<file path="config.mk">
export PLATFORM = sky130hd
export DESIGN_NAME = wlan_beacon_info_extractor_core
export DESIGN_NICKNAME = d
export VERILOG_FILES = /design/src/sv/wbie_pkg.sv /design/src/sv/wbie_parser.sv /design/src/sv/wbie_emitter.sv /design/src/sv/wlan_beacon_info_extractor_core.sv
export VERILOG_INCLUDE_DIRS = /design/src /design/src/sv
export SDC_FILE = /design/constraint.sdc
export NUM_CORES = 1
export LEC_CHECK = 0
export ABC_AREA = 0
export BUFFER_PORTS_ARGS = -buffer_cell sky130_fd_sc_hd__buf_2
export CAP_MARGIN = 15
export CORE_UTILIZATION = 45
export CTS_BUF_LIST = sky130_fd_sc_hd__clkbuf_8
export CTS_CLUSTER_SIZE = 8
export DETAILED_ROUTE_END_ITERATION = 10
export HOLD_SLACK_MARGIN = 0.08
export SLEW_MARGIN = 20
export SYNTH_ARGS = -nofsm -noshare
export SYNTH_HDL_FRONTEND = slang
export SYNTH_SLANG_ARGS = --single-unit
export TNS_END_PERCENT = 30
</file>
<file path="constraint.sdc">
create_clock -name clk_i -period 13.5 [get_ports clk_i]
set_input_delay 1.35 -clock clk_i [delete_from_list [all_inputs] [get_ports clk_i]]
set_output_delay 1.35 -clock clk_i [all_outputs]
set_load 0.01 [all_outputs]
</file>
<file path="src/sv/wlan_beacon_info_extractor_core_assert.svh">
// Assertion macros shared by the beacon extractor RTL.
// Each macro checks on the rising edge of clk_i and is off while rst_ni is low.
`ifndef WLAN_BEACON_INFO_EXTRACTOR_CORE_ASSERT_SVH
`define WLAN_BEACON_INFO_EXTRACTOR_CORE_ASSERT_SVH

// Property that must hold in the same cycle.
`define WBIE_ASSERT(lbl, prop, msg) \
  lbl: assert property (@(posedge clk_i) disable iff (!rst_ni) (prop)) else $error(msg);

// Antecedent in one cycle implies the consequent in the next cycle.
`define WBIE_ASSERT_NEXT(lbl, ante, cons, msg) \
  lbl: assert property (@(posedge clk_i) disable iff (!rst_ni) (ante) |=> (cons)) \
    else $error(msg);

`endif

</file>
<file path="src/sv/wbie_pkg.sv">
// Package for the beacon information extractor: sizes, element and radiotap codes,
// phase and status enums, and the summary and result structs. No dependencies.
package wbie_pkg;

  localparam int MaxFrameBytes   = 4096;
  localparam int SsidMax         = 32;
  localparam int SsidStoreDepth  = 32;
  localparam int SsidIdxW        = $clog2(SsidStoreDepth);
  localparam int PosW            = $clog2(MaxFrameBytes + 1);
  localparam int OutTdataW       = 40;

  localparam logic [7:0] ElementOffsetReset = 8'd36;
  localparam logic [7:0] ChannelDefault     = 8'd1;
  localparam logic signed [7:0] SignalDefault = -8'sd50;

  localparam logic [7:0] IeIdSsid = 8'd0;
  localparam logic [7:0] IeIdDs   = 8'd3;
  localparam logic [7:0] IeIdRsn  = 8'd48;

  localparam int RtBitDbmPower  = 5;
  localparam int RtBitAntSignal = 6;
  localparam int RtPresentW     = 7;
  localparam int RtFixedLen     = 8;

  localparam logic KindSummary = 1'b0;
  localparam logic KindSsid    = 1'b1;

  typedef enum logic [1:0] {
    PH_WAIT,
    PH_ID,
    PH_LEN,
    PH_BODY
  } wbie_phase_e;

  typedef enum logic [1:0] {
    STATUS_OK,
    STATUS_SHORT,
    STATUS_LONG
  } wbie_status_e;

  typedef struct packed {
    wbie_status_e      status;
    logic [5:0]        ssid_length;
    logic [7:0]        channel;
    logic signed [7:0] signal_dbm;
    logic              rsn_present;
  } wbie_summary_t;

  typedef struct packed {
    logic          kind;
    wbie_summary_t summary;
    logic [7:0]    ssid_byte;
    logic          last_result;
  } wbie_result_t;

  typedef logic [SsidStoreDepth-1:0][7:0] wbie_ssid_buf_t;

  // Byte position of the dBm power field, from the TSFT, flags, rate, channel
  // and FHSS present bits.
  function automatic logic [4:0] dbm_position(input logic [RtPresentW-1:0] p);
    dbm_position = 5'(RtFixedLen) + (p[0] ? 5'd8 : 5'd0) + {4'd0, p[1]} + {4'd0, p[2]}
                 + (p[3] ? 5'd4 : 5'd0) + (p[4] ? 5'd2 : 5'd0);
  endfunction

endpackage

</file>
<file path="src/sv/wbie_parser.sv">
// Per-byte frame parser: radiotap signal field and information element chain.
// Holds the frame state and the SSID capture store. Depends on wbie_pkg.
module wbie_parser (
  input  logic                    clk_i,
  input  logic                    rst_ni,
  input  logic                    step_i,
  input  logic [7:0]              byte_i,
  input  logic                    last_i,
  input  logic [7:0]              offset_i,
  output wbie_pkg::wbie_summary_t summary_o,
  output wbie_pkg::wbie_ssid_buf_t ssid_buf_o
);
  import wbie_pkg::*;

  logic [PosW-1:0]       pos_q, pos_d;
  logic                  ovf_q, ovf_d;
  logic [7:0]            start_q;
  wbie_phase_e           phase_q, phase_d, phase_eff;
  logic [7:0]            cur_id_q, cur_id_d;
  logic [7:0]            body_left_q, body_left_d;
  logic [5:0]            ssid_cnt_q, ssid_cnt_d;
  logic                  found_ssid_q, found_ssid_d;
  logic                  found_ds_q, found_ds_d;
  logic                  found_rsn_q, found_rsn_d;
  logic [7:0]            chan_q, chan_d;
  logic                  ver_nz_q, ver_nz_d;
  logic [15:0]           rt_len_q, rt_len_d;
  logic [RtPresentW-1:0] rt_present_q, rt_present_d;
  logic signed [7:0]     sig_q, sig_d;
  logic                  ssid_act_q, ssid_act_d;
  logic                  ds_act_q, ds_act_d;
  wbie_ssid_buf_t        ssid_q;
  logic                  ssid_we;
  logic [4:0]            dbm_pos, ant_pos;
  logic                  in_range, sig_ok;

  assign dbm_pos  = dbm_position(rt_present_q);
  assign ant_pos  = dbm_pos + {4'd0, rt_present_q[RtBitDbmPower]};
  assign in_range = (pos_q < PosW'(MaxFrameBytes));

  always_comb begin
    pos_d        = pos_q;
    ovf_d        = ovf_q;
    phase_d      = phase_q;
    cur_id_d     = cur_id_q;
    body_left_d  = body_left_q;
    ssid_cnt_d   = ssid_cnt_q;
    found_ssid_d = found_ssid_q;
    found_ds_d   = found_ds_q;
    found_rsn_d  = found_rsn_q;
    chan_d       = chan_q;
    ver_nz_d     = ver_nz_q;
    rt_len_d     = rt_len_q;
    rt_present_d = rt_present_q;
    sig_d        = sig_q;
    ssid_act_d   = ssid_act_q;
    ds_act_d     = ds_act_q;
    ssid_we      = 1'b0;
    phase_eff    = phase_q;
    if ((phase_q == PH_WAIT) && (pos_q == PosW'(start_q))) begin
      phase_eff = PH_ID;
    end

    if (!in_range) begin
      ovf_d = 1'b1;
    end else begin
      pos_d = pos_q + 1'b1;

      // Radiotap header fields.
      if (pos_q == PosW'(0)) begin
        ver_nz_d = (byte_i != 8'd0);
      end else if (pos_q == PosW'(2)) begin
        rt_len_d[7:0] = byte_i;
      end else if (pos_q == PosW'(3)) begin
        rt_len_d[15:8] = byte_i;
      end else if (pos_q == PosW'(4)) begin
        rt_present_d = byte_i[RtPresentW-1:0];
      end else if (pos_q >= PosW'(RtFixedLen)) begin
        if (rt_present_q[RtBitDbmPower] && (pos_q == PosW'(dbm_pos))) begin
          sig_d = byte_i;
        end
        if (rt_present_q[RtBitAntSignal] && (pos_q == PosW'(ant_pos))) begin
          sig_d = byte_i;
        end
      end

      // Information element chain.
      case (phase_eff)
        PH_ID: begin
          cur_id_d = byte_i;
          phase_d  = PH_LEN;
        end
        PH_LEN: begin
          if ((cur_id_q == IeIdSsid) && !found_ssid_q) begin
            found_ssid_d = 1'b1;
            ssid_act_d   = (byte_i != 8'd0);
          end else if ((cur_id_q == IeIdDs) && !found_ds_q) begin
            found_ds_d = 1'b1;
            ds_act_d   = (byte_i != 8'd0);
          end else if (cur_id_q == IeIdRsn) begin
            found_rsn_d = 1'b1;
          end
          body_left_d = byte_i;
          phase_d     = (byte_i != 8'd0) ? PH_BODY : PH_ID;
        end
        PH_BODY: begin
          if (ssid_act_q && (ssid_cnt_q < 6'(SsidMax))) begin
            ssid_we    = 1'b1;
            ssid_cnt_d = ssid_cnt_q + 1'b1;
          end
          if (ds_act_q) begin
            chan_d   = byte_i;
            ds_act_d = 1'b0;
          end
          body_left_d = body_left_q - 1'b1;
          if (body_left_q == 8'd1) begin
            phase_d    = PH_ID;
            ssid_act_d = 1'b0;
            ds_act_d   = 1'b0;
          end
        end
        default: begin
          phase_d = phase_q;
        end
      endcase
    end
  end

  // Summary as it stands once the current byte is taken in.
  assign sig_ok = (pos_d >= PosW'(RtFixedLen)) && !ver_nz_d && (rt_len_d <= 16'(pos_d));

  always_comb begin
    summary_o.status      = STATUS_OK;
    summary_o.ssid_length = 6'd0;
    summary_o.channel     = ChannelDefault;
    summary_o.signal_dbm  = SignalDefault;
    summary_o.rsn_present = 1'b0;
    if (ovf_d) begin
      summary_o.status = STATUS_LONG;
    end else if (pos_d < PosW'(start_q)) begin
      summary_o.status = STATUS_SHORT;
    end else begin
      summary_o.ssid_length = ssid_cnt_d;
      summary_o.channel     = chan_d;
      summary_o.rsn_present = found_rsn_d;
      if (sig_ok) begin
        summary_o.signal_dbm = sig_d;
      end
    end
  end

  always_comb begin
    ssid_buf_o = ssid_q;
    if (ssid_we) begin
      ssid_buf_o[ssid_cnt_q[SsidIdxW-1:0]] = byte_i;
    end
  end

  always_ff @(posedge clk_i) begin
    if (step_i && ssid_we) begin
      ssid_q[ssid_cnt_q[SsidIdxW-1:0]] <= byte_i;
    end
  end

  always_ff @(posedge clk_i or negedge rst_ni) begin
    if (!rst_ni) begin
      pos_q        <= '0;
      ovf_q        <= 1'b0;
      start_q      <= ElementOffsetReset;
      phase_q      <= PH_WAIT;
      cur_id_q     <= 8'd0;
      body_left_q  <= 8'd0;
      ssid_cnt_q   <= 6'd0;
      found_ssid_q <= 1'b0;
      found_ds_q   <= 1'b0;
      found_rsn_q  <= 1'b0;
      chan_q       <= ChannelDefault;
      ver_nz_q     <= 1'b0;
      rt_len_q     <= 16'd0;
      rt_present_q <= '0;
      sig_q        <= SignalDefault;
      ssid_act_q   <= 1'b0;
      ds_act_q     <= 1'b0;
    end else if (step_i && last_i) begin
      // End of frame: back to the clear state, offset latched for the next frame.
      pos_q        <= '0;
      ovf_q        <= 1'b0;
      start_q      <= offset_i;
      phase_q      <= PH_WAIT;
      cur_id_q     <= 8'd0;
      body_left_q  <= 8'd0;
      ssid_cnt_q   <= 6'd0;
      found_ssid_q <= 1'b0;
      found_ds_q   <= 1'b0;
      found_rsn_q  <= 1'b0;
      chan_q       <= ChannelDefault;
      ver_nz_q     <= 1'b0;
      rt_len_q     <= 16'd0;
      rt_present_q <= '0;
      sig_q        <= SignalDefault;
      ssid_act_q   <= 1'b0;
      ds_act_q     <= 1'b0;
    end else if (step_i) begin
      pos_q        <= pos_d;
      ovf_q        <= ovf_d;
      phase_q      <= phase_d;
      cur_id_q     <= cur_id_d;
      body_left_q  <= body_left_d;
      ssid_cnt_q   <= ssid_cnt_d;
      found_ssid_q <= found_ssid_d;
      found_ds_q   <= found_ds_d;
      found_rsn_q  <= found_rsn_d;
      chan_q       <= chan_d;
      ver_nz_q     <= ver_nz_d;
      rt_len_q     <= rt_len_d;
      rt_present_q <= rt_present_d;
      sig_q        <= sig_d;
      ssid_act_q   <= ssid_act_d;
      ds_act_q     <= ds_act_d;
    end
  end

endmodule

</file>
<file path="src/sv/wbie_emitter.sv">
// Result register for the beacon extractor: one summary, then the SSID bytes.
// Takes a snapshot of the frame summary and SSID bytes. Depends on wbie_pkg.
module wbie_emitter (
  input  logic                     clk_i,
  input  logic                     rst_ni,
  input  logic                     load_i,
  input  wbie_pkg::wbie_summary_t  summary_i,
  input  wbie_pkg::wbie_ssid_buf_t ssid_i,
  input  logic                     ready_i,
  output logic                     valid_o,
  output logic                     free_o,
  output wbie_pkg::wbie_result_t   result_o
);
  import wbie_pkg::*;

  logic           busy_q;
  logic           kind_q;
  logic [5:0]     remain_q;
  wbie_summary_t  sum_q;
  wbie_ssid_buf_t buf_q;
  logic           xfer;

  assign xfer    = busy_q && ready_i;
  assign valid_o = busy_q;
  assign free_o  = !busy_q || (ready_i && (remain_q == 6'd0));

  assign result_o.kind        = kind_q;
  assign result_o.summary     = sum_q;
  assign result_o.ssid_byte   = (kind_q == KindSsid) ? buf_q[0] : 8'd0;
  assign result_o.last_result = (remain_q == 6'd0);

  always_ff @(posedge clk_i or negedge rst_ni) begin
    if (!rst_ni) begin
      busy_q   <= 1'b0;
      kind_q   <= KindSummary;
      remain_q <= 6'd0;
    end else if (load_i) begin
      busy_q   <= 1'b1;
      kind_q   <= KindSummary;
      remain_q <= summary_i.ssid_length;
    end else if (xfer) begin
      if (remain_q == 6'd0) begin
        busy_q <= 1'b0;
      end else begin
        kind_q   <= KindSsid;
        remain_q <= remain_q - 1'b1;
      end
    end
  end

  always_ff @(posedge clk_i) begin
    if (load_i) begin
      sum_q <= summary_i;
      buf_q <= ssid_i;
    end else if (xfer && (kind_q == KindSsid)) begin
      buf_q <= buf_q >> 8;
    end
  end

endmodule

</file>
<file path="src/sv/wlan_beacon_info_extractor_core.sv">
// Beacon information extractor: the summary result comes from the final input byte
// through the input register and the result register; SSID results follow one per
// cycle while m_axis_tready is high. Throughput is one input byte per cycle. A final
// byte waits in the input register only while the previous frame's burst of up to 33
// results is still draining. Reset (rst_ni low, asynchronous) clears all frame state
// and sets the element offset to 36; the SSID capture bytes are not reset.
`include "wlan_beacon_info_extractor_core_assert.svh"

module wlan_beacon_info_extractor_core (
  input  logic        clk_i,
  input  logic        rst_ni,
  // Input stream: one frame byte per transaction.
  input  logic        s_axis_tvalid,
  output logic        s_axis_tready,
  input  logic [7:0]  s_axis_tdata,   // [7:0] data_byte
  input  logic        s_axis_tlast,
  // Output stream: summary result, then one result per SSID byte.
  output logic        m_axis_tvalid,
  input  logic        m_axis_tready,
  output logic [wbie_pkg::OutTdataW-1:0] m_axis_tdata, // [1:0] status, [7:2] ssid_length,
                                      // [15:8] channel, [23:16] signal_dbm,
                                      // [24] rsn_present, [32:25] ssid_byte, rest zero
  output logic        m_axis_tuser,   // [0] kind
  output logic        m_axis_tlast,
  // Configuration: element_offset register write.
  input  logic        cfg_valid_i,
  output logic        cfg_ready_o,
  input  logic [7:0]  cfg_data_i
);
  import wbie_pkg::*;

  // Input register. A byte moves on into the parser whenever it is not the
  // final byte of a frame, or when the result register can take the new frame.
  logic           in_valid_q;
  logic [7:0]     in_byte_q;
  logic           in_last_q;
  logic           step;
  logic           emit_free;
  logic           emit_load;
  logic [7:0]     offset_q;
  wbie_summary_t  summary;
  wbie_ssid_buf_t ssid_buf;
  wbie_result_t   res;

  assign step          = in_valid_q && (!in_last_q || emit_free);
  assign emit_load     = step && in_last_q;
  assign s_axis_tready = !in_valid_q || step;
  assign cfg_ready_o   = 1'b1;

  always_ff @(posedge clk_i or negedge rst_ni) begin
    if (!rst_ni) begin
      in_valid_q <= 1'b0;
    end else if (s_axis_tvalid && s_axis_tready) begin
      in_valid_q <= 1'b1;
    end else if (step) begin
      in_valid_q <= 1'b0;
    end
  end

  always_ff @(posedge clk_i) begin
    if (s_axis_tvalid && s_axis_tready) begin
      in_byte_q <= s_axis_tdata;
      in_last_q <= s_axis_tlast;
    end
  end

  // The element offset is copied into the parser at each frame end, so a new
  // value applies from the frame that starts after the next final byte.
  always_ff @(posedge clk_i or negedge rst_ni) begin
    if (!rst_ni) begin
      offset_q <= ElementOffsetReset;
    end else if (cfg_valid_i && cfg_ready_o) begin
      offset_q <= cfg_data_i;
    end
  end

  wbie_parser u_parser (
    .clk_i      (clk_i),
    .rst_ni     (rst_ni),
    .step_i     (step),
    .byte_i     (in_byte_q),
    .last_i     (in_last_q),
    .offset_i   (offset_q),
    .summary_o  (summary),
    .ssid_buf_o (ssid_buf)
  );

  wbie_emitter u_emitter (
    .clk_i     (clk_i),
    .rst_ni    (rst_ni),
    .load_i    (emit_load),
    .summary_i (summary),
    .ssid_i    (ssid_buf),
    .ready_i   (m_axis_tready),
    .valid_o   (m_axis_tvalid),
    .free_o    (emit_free),
    .result_o  (res)
  );

  assign m_axis_tuser = res.kind;
  assign m_axis_tlast = res.last_result;
  assign m_axis_tdata = {7'd0, res.ssid_byte, res.summary.rsn_present,
                         res.summary.signal_dbm, res.summary.channel,
                         res.summary.ssid_length, res.summary.status};

  // An error summary carries no SSID bytes, so it closes the burst.
  `WBIE_ASSERT(a_error_is_last,
    !m_axis_tvalid || (res.summary.status == STATUS_OK) || m_axis_tlast,
    "error summary is not the final result")

  // The summary is the last result exactly when the SSID is empty.
  `WBIE_ASSERT(a_summary_last,
    !m_axis_tvalid || (res.kind != KindSummary)
      || (m_axis_tlast == (res.summary.ssid_length == 6'd0)),
    "summary end mark disagrees with ssid_length")

  // A result that is not the last is always followed by an SSID result.
  `WBIE_ASSERT_NEXT(a_burst_continues,
    m_axis_tvalid && m_axis_tready && !m_axis_tlast,
    m_axis_tvalid && (res.kind == KindSsid),
    "burst broken before its final result")

  // A new frame is handed over only when no unfinished burst would be lost.
  `WBIE_ASSERT(a_no_overrun,
    !emit_load || !m_axis_tvalid || (m_axis_tready && m_axis_tlast),
    "frame summary loaded over a pending burst")

endmodule

</file>
# Word level (Yosys, flattened, before mapping)
# Index checks and enable logic that the tools add are counted.
dict set report word_totals {
  register_bits 654
  elab_cells 305
  out_inout_bits 45
}
dict set report op_classes {
  magnitude_cmp 8
  reduce_logical 55
  eq_ne 21
  bitwise 1
  add_sub_neg 10
  muxes 117
}
# operator count
set op_table {}
lappend op_table {{$mux 256} 3}
lappend op_table {{$bwmux 256} 1}
lappend op_table {{$mux 8} 28}
lappend op_table {{$mux 16} 4}
lappend op_table {{$mux 7} 7}
lappend op_table {{$mux 6} 8}
lappend op_table {{$mux 1} 47}
lappend op_table {{$mux 23} 2}
lappend op_table {{$demux 8 s5} 1}
lappend op_table {{$mux 13} 3}
lappend op_table {{$eq 13x2->1 const B} 2}
lappend op_table {{$eq 13x5->1} 2}
lappend op_table {{$ge 13x4->1 const B} 2}
lappend op_table {{$reduce_bool 2->1} 11}
lappend op_table {{$le 16x13->1} 1}
lappend op_table {{$logic_and 1x1->1} 16}
lappend op_table {{$pmux 8 s2} 1}
lappend op_table {{$add 5x1->5} 3}
lappend op_table {{$reduce_and 5->1} 3}
lappend op_table {{$mux 2} 7}
lappend op_table {{$add 13x1->13 const B} 1}
lappend op_table {{$eq 13x3->1 const B} 1}
lappend op_table {{$eq 13x8->1} 1}
lappend op_table {{$logic_not 13->1} 1}
lappend op_table {{other kinds (38)} 56}

# Logic depth before layout (Yosys ltp)
dict set report depth {
  depth_word 20
  ltp_mapped 16
}

# Cells and area by module
# From an unflattened synthesis, not the netlist that was laid out.
dict set report hier_totals {
  hier_cells 2752
  hier_area_um2 32836.5
}
# mod cells_per_inst area_per_inst_um2 seq_area_each_um2 instances
set modules_own_cells {}
lappend modules_own_cells {wbie_parser 2075 20051.7 9974.6 1}
lappend modules_own_cells {wbie_emitter 634 12050.3 8638.3 1}
lappend modules_own_cells {wlan_beacon_info_extractor_core 43 734.5 498.0 1}

# Worst setup path before layout
# No wires, ideal clock.
dict set report synth_path {
  path_kind {in2reg}
  start {in m_axis_tready}
  end {reg u_parser.ssid_q[0] (netlist name), enable pin}
  n_path_buf 3
  stages 7
  setup_ps 879
  slack_ps -516
  arrival_ps 13137
  cell_sequence {inv_1 o41ai_2 a21oi_1 clkbuf_1 clkbuf_1 clkbuf_1 nor2_1}
}
dict set report synth_between {
  elab_chain_len 5
}
# element line
set synth_rtl {}
lappend synth_rtl {{start: declaration} wlan_beacon_info_extractor_core.sv:19} ;# input logic m_axis_tready,
lappend synth_rtl {{$logic_and 1x1->1} wbie_emitter.sv:25} ;# assign free_o = !busy_q || (ready_i && (remain_q == 6'd0));
lappend synth_rtl {{$logic_or 1x1->1} wbie_emitter.sv:25}
lappend synth_rtl {{$logic_or 1x1->1} wlan_beacon_info_extractor_core.sv:45} ;# assign step = in_valid_q && (!in_last_q || emit_free);
lappend synth_rtl {{$logic_and 1x1->1} wlan_beacon_info_extractor_core.sv:45}
lappend synth_rtl {{$logic_and 1x1->1} wbie_parser.sv:160} ;# if (step_i && ssid_we) begin
lappend synth_rtl {{end signal: indexed assignment} wbie_parser.sv:161} ;# ssid_q[ssid_cnt_q[SsidIdxW-1:0]] <= byte_i;
lappend synth_rtl {{end: declaration} wbie_parser.sv:32} ;# wbie_ssid_buf_t ssid_q;
# No other way between the ends.
# A chain may end at the register's enable or synchronous reset.

# Worst setup path in the final report
dict set report layout_path {
  start {reg u_emitter.remain_q[0]}
  end {reg u_emitter.buf_q[41] (netlist name), enable pin}
}
dict set report layout_between {
  elab_chain_len 7
}
# element line
set layout_rtl {}
lappend layout_rtl {{start: declaration} wbie_emitter.sv:18} ;# logic [5:0] remain_q;
lappend layout_rtl {{start signal: assignment} wbie_emitter.sv:40} ;# remain_q <= summary_i.ssid_length;
lappend layout_rtl {{start signal: assignment} wbie_emitter.sv:46} ;# remain_q <= remain_q - 1'b1;
lappend layout_rtl {{$logic_not 6->1} wbie_emitter.sv:25}
lappend layout_rtl {{$logic_and 1x1->1} wbie_emitter.sv:25}
lappend layout_rtl {{$logic_or 1x1->1} wbie_emitter.sv:25}
lappend layout_rtl {{$logic_or 1x1->1} wlan_beacon_info_extractor_core.sv:45}
lappend layout_rtl {{$logic_and 1x1->1} wlan_beacon_info_extractor_core.sv:45}
lappend layout_rtl {{$logic_and 1x1->1} wlan_beacon_info_extractor_core.sv:46} ;# assign emit_load = step && in_last_q;
lappend layout_rtl {{$reduce_bool 2->1 (no source line)} n/a}
lappend layout_rtl {{end signal: assignment} wbie_emitter.sv:54} ;# buf_q <= ssid_i;
lappend layout_rtl {{end signal: assignment} wbie_emitter.sv:56} ;# buf_q <= buf_q >> 8;
lappend layout_rtl {{end: declaration} wbie_emitter.sv:20} ;# wbie_ssid_buf_t buf_q;
# No other way between the ends.

==> metrics.md <==
| Metric | Value |
|---|---|
| Result of the run | finished, final reports clean |
| Proportion of synthesized chip area in sequential cells | 60.3% |
| Hold violation count in the final report | 0 |
| Initial DRC count | 1,441 |
| Remaining global-route overflow | 0 |
| Total DRC errors in the routed layout | 0 |
| Clock Tree Buf Depth | 3 |
| Reg-to-reg setup timing slack | 8.49 ns |
| Final standard cell utilization of the core | 50.2% |
| Path category of the worst min-delay check | register to register |
| Worst hold path stage count | 2 |
| Terminating pin of the worst hold path | u_parser.chan_q[0]$_DFFE_PN1P_ |
| Number of cell rows | 96 |
| Transition time at the pin with the least slew margin | 1.10 ns |
| Post-synthesis instance total | 2,570 |
| Slew Viols, Final | 0 |
| Via count of the first global-routing pass | 20,565 |
| CTS sink count | 654 |
| WL final | 72,300 um |
| PD cells | 199 nW/um2 |
| Setup repair after global routing missed its margin | false |
| Weighted congestion reported at the end of routability-driven placement | 0.806 |
| Final clock skew | 0.0387 ns |
| Number of distinct library cell variants in the gate-level netlist after synthesis | 64 |
| Area added between synthesis and finish | 9.59% |
| Crit path kind | register to register |
| Fraction of registers with async set or reset after synthesis | 16.5% |
| Effective utilization at floorplan | 45.9% |
| Minimum clock period | 5.01 ns |
| Hold-fix buffers, CTS | 0 |
| I/O pin total | 67 |
| Worst r2r path cells | 8 |
| Hold Crit Start | u_parser.chan_q[0]$_DFFE_PN1P_ |
| Total Die Area | 71,400 um2 |
| Post-route cell area | 34,700 um2 |
| Core Footprint | 69,100 um2 |
| Worst reg2reg path endpoint | u_emitter.buf_q[41]$_DFFE_PP_ |
| Routed wirelength normalized by instance count | 20.0 um |
| Leakage component of the power | 0.0125 uW |
| Final total power | 6910 uW |
| Largest cells by area after synthesis | edfxtp_1 52%, mux2_2 9.1%, mux2i_1 8.4% |
| Reg-to-Reg Start | u_emitter.remain_q[0]$_DFFE_PN0P_ |
| Top-area cell type share of the netlist area | 51.8% |
| Pre-antenna DRT Iters | 5 |
| Ys flop type | edfxtp_1 |
| HPWL after detailed placement | 41,100 um |
| Type of destination of the critical path | register |
| Maximum net fanout on the critical path | 79 |
| Required arrival time at the worst endpoint | 13.84 ns |
| Clock root buffer master | clkbuf_8 |
| Peak supply drop | 0.000172 V |
| Relative max-transition margin | 26.6% |
| Count of yosys warnings during synthesis | 0 |
| Final setup viols | 0 |
| Via-to-Cell Ratio | 5.58 |
| Resized cells post-CTS | 0 |
| Max Freq | 0.200 GHz |
| Number of nets with antenna violations after detailed routing | 0 |
| Post-route fraction of the period consumed by the critical path | 37.1% |
| Sum of negative setup slack | 0 ns |
| Endpoint arrival time on the critical path | 5.35 ns |
| Die Span X | 267 um |
| Clk_lat worst skew | 0.72 ns |
| Total track usage | 20.4% |
| Total via count after detailed routing | 20,144 |
| Initial antenna violation count | 2 |
| Register bit count reported by yosys | 654 |
| CTS HTree Levels | 3 |
| Kind of launch point of the worst setup path | register |
| Maximum number of pins on one net before global-route repair | 137 |
| Number of max-cap violations | 0 |
| Ratio of cells with drive above 1 in the final layout | 18.8% |
| Post CTS Setup Buffer Count | 0 |
| Area of the mapped netlist | 31,700 um2 |
| Worst Hold Margin | 0.483 ns |
| Clock input transition at the sequential cells of the worst setup and hold paths | 0.06 ns |
| Launching instance or port of the critical path | u_emitter.remain_q[0]$_DFFE_PN0P_ |
| Wire length of the first global-routing pass | 115,000 um |
| Post-synthesis average cell area | 12.3 um2 |
| Cell type contributing the most total cell area after synthesis | edfxtp_1 |
| Overall die height | 267 um |
| Post-detailed-placement cell area | 32,700 um2 |
| CTS tree | built |
| Buffers on Ports | 58 |
| Number of enable-type register cells in the synthesized netlist | 546 |
| Number of buffers added by the clock tree synthesis step | 109 |
| Final net count | 2,644 |
==> per-layer routing <==
metal / part of all wire, % / GRT usage, % / vias to the layer above
met5: 0 / 0 / -
met4: 2.3 / 5.87 / 0
met3: 4.2 / 3.28 / 136
met2: 47 / 33.4 / 421
met1: 46 / 27.9 / 10085
li1: - / - / 9502
==> Yosys cell counts (8+ instances only) <==
cell,number
buf_1,19
dfrtp_1,98
clkbuf_1,158
nor2_1,72
nand2b_1,14
a22oi_1,17
nand4_1,11
xnor2_1,25
ha_1,34
xor2_1,13
a21oi_1,36
o31ai_1,24
edfxtp_1,546
nor2b_1,14
nor3_1,25
o21ai_0,347
inv_1,33
mux2i_1,267
mux2_2,255
dfstp_2,10
nand2_1,403
buf_4,8
and2_1,13
nand3_1,28
==> metrics by stage <==
step,instances,setup slack [ns]
final,3609,8.49
after global routing,3608,8.16
after CTS,3607,8.11
after detailed placement,3408,7.58
after global placement,3408,7.63
after floorplan,2576,3.83
==> layout by cell type (no fill, tap or decap), drive strengths merged, types with 8 or more instances in the layout <==
cell	instances
xnor2	25
o21ai	350
edfxtp	546
dfrtp	98
clkbuf	119
buf	89
mux2	255
a21oi	36
nor4	8
a22oi	17
nand4	11
o31ai	24
dfstp	10
ha	34
nor3	26
nor2	72
clkinv	30
mux2i	267
xor2	13
nand3	28
and2	13
nand2b	14
conb	8
inv	80
nand2	403
nor2b	14
==> how the worst max path moves through the flow <==
stage / slack [ns] / end
finish: 8.49 / u_emitter.buf_q[41]$_DFFE_PP_
floorplan: 3.83 / u_parser.ssid_q[0]$_DFFE_PP_
detailed placement: 7.58 / u_emitter.buf_q[32]$_DFFE_PP_
global route: 8.16 / u_emitter.buf_q[44]$_DFFE_PP_
global placement: 7.63 / u_emitter.buf_q[40]$_DFFE_PP_
CTS: 8.11 / u_emitter.buf_q[41]$_DFFE_PP_
==> logic make-up after synthesis <==
group | count (synthesis) | synth area share [%]
other | 2 | 0.0237
AOI/OAI and AO/OA | 474 | 8.31
xor gates and xnor gates | 38 | 1.05
adders and majority gates | 34 | 1.34
and+or+nand+nor | 625 | 8.68
DFF | 654 | 60.3
muxes | 522 | 17.5
buffers and inverters | 221 | 2.75
==> critical path, cell delays in order (launching register included) <==
cell and delay [ns]:
dfrtp_1 0.39, inv_1 0.09, ha_1 0.16, or3b_1 0.40, o41ai_2 0.67, nand2_4 0.63
nand2_8 0.73, buf_4 0.74, buf_4 0.67
==> state kept, by name, indices dropped and copies added (netlist names), 2 cells and up <==
name	count
u_parser.rt_len_q	16
u_parser.ssid_cnt_q	6
u_parser.sig_q	8
u_parser.rt_present_q	7
u_parser.phase_q	2
u_parser.pos_q	13
in_byte_q	8
u_emitter.buf_q	256
offset_q	8
u_emitter.result_o	25
u_emitter.remain_q	6
u_parser.body_left_q	8
u_parser.ssid_q	256
u_parser.cur_id_q	8
u_parser.start_q	8
u_parser.chan_q	8
==> power by group <==
| part | internal [uW] | switching, uW |
|---|---|---|
| Combinational | 740 | 1290 |
| Sequential | 3000 | 256 |
| Clock | 823 | 799 |
| Total | 4560 | 2350 |
==> layout make-up <==
class | instances | area (um2)
Sequential cell | 654 | 19100
Clock buffer | 119 | 1640
Clock inverter | 80 | 357
Inverter | 33 | 124
Antenna cell | 2 | 5.00
Fill cell | 6090 | 34400
Timing Repair Buffer | 89 | 542
Tap cell | 931 | 1160
Multi-Input combinational cell | 1701 | 11800
Power figures use the tool's default switching activity.
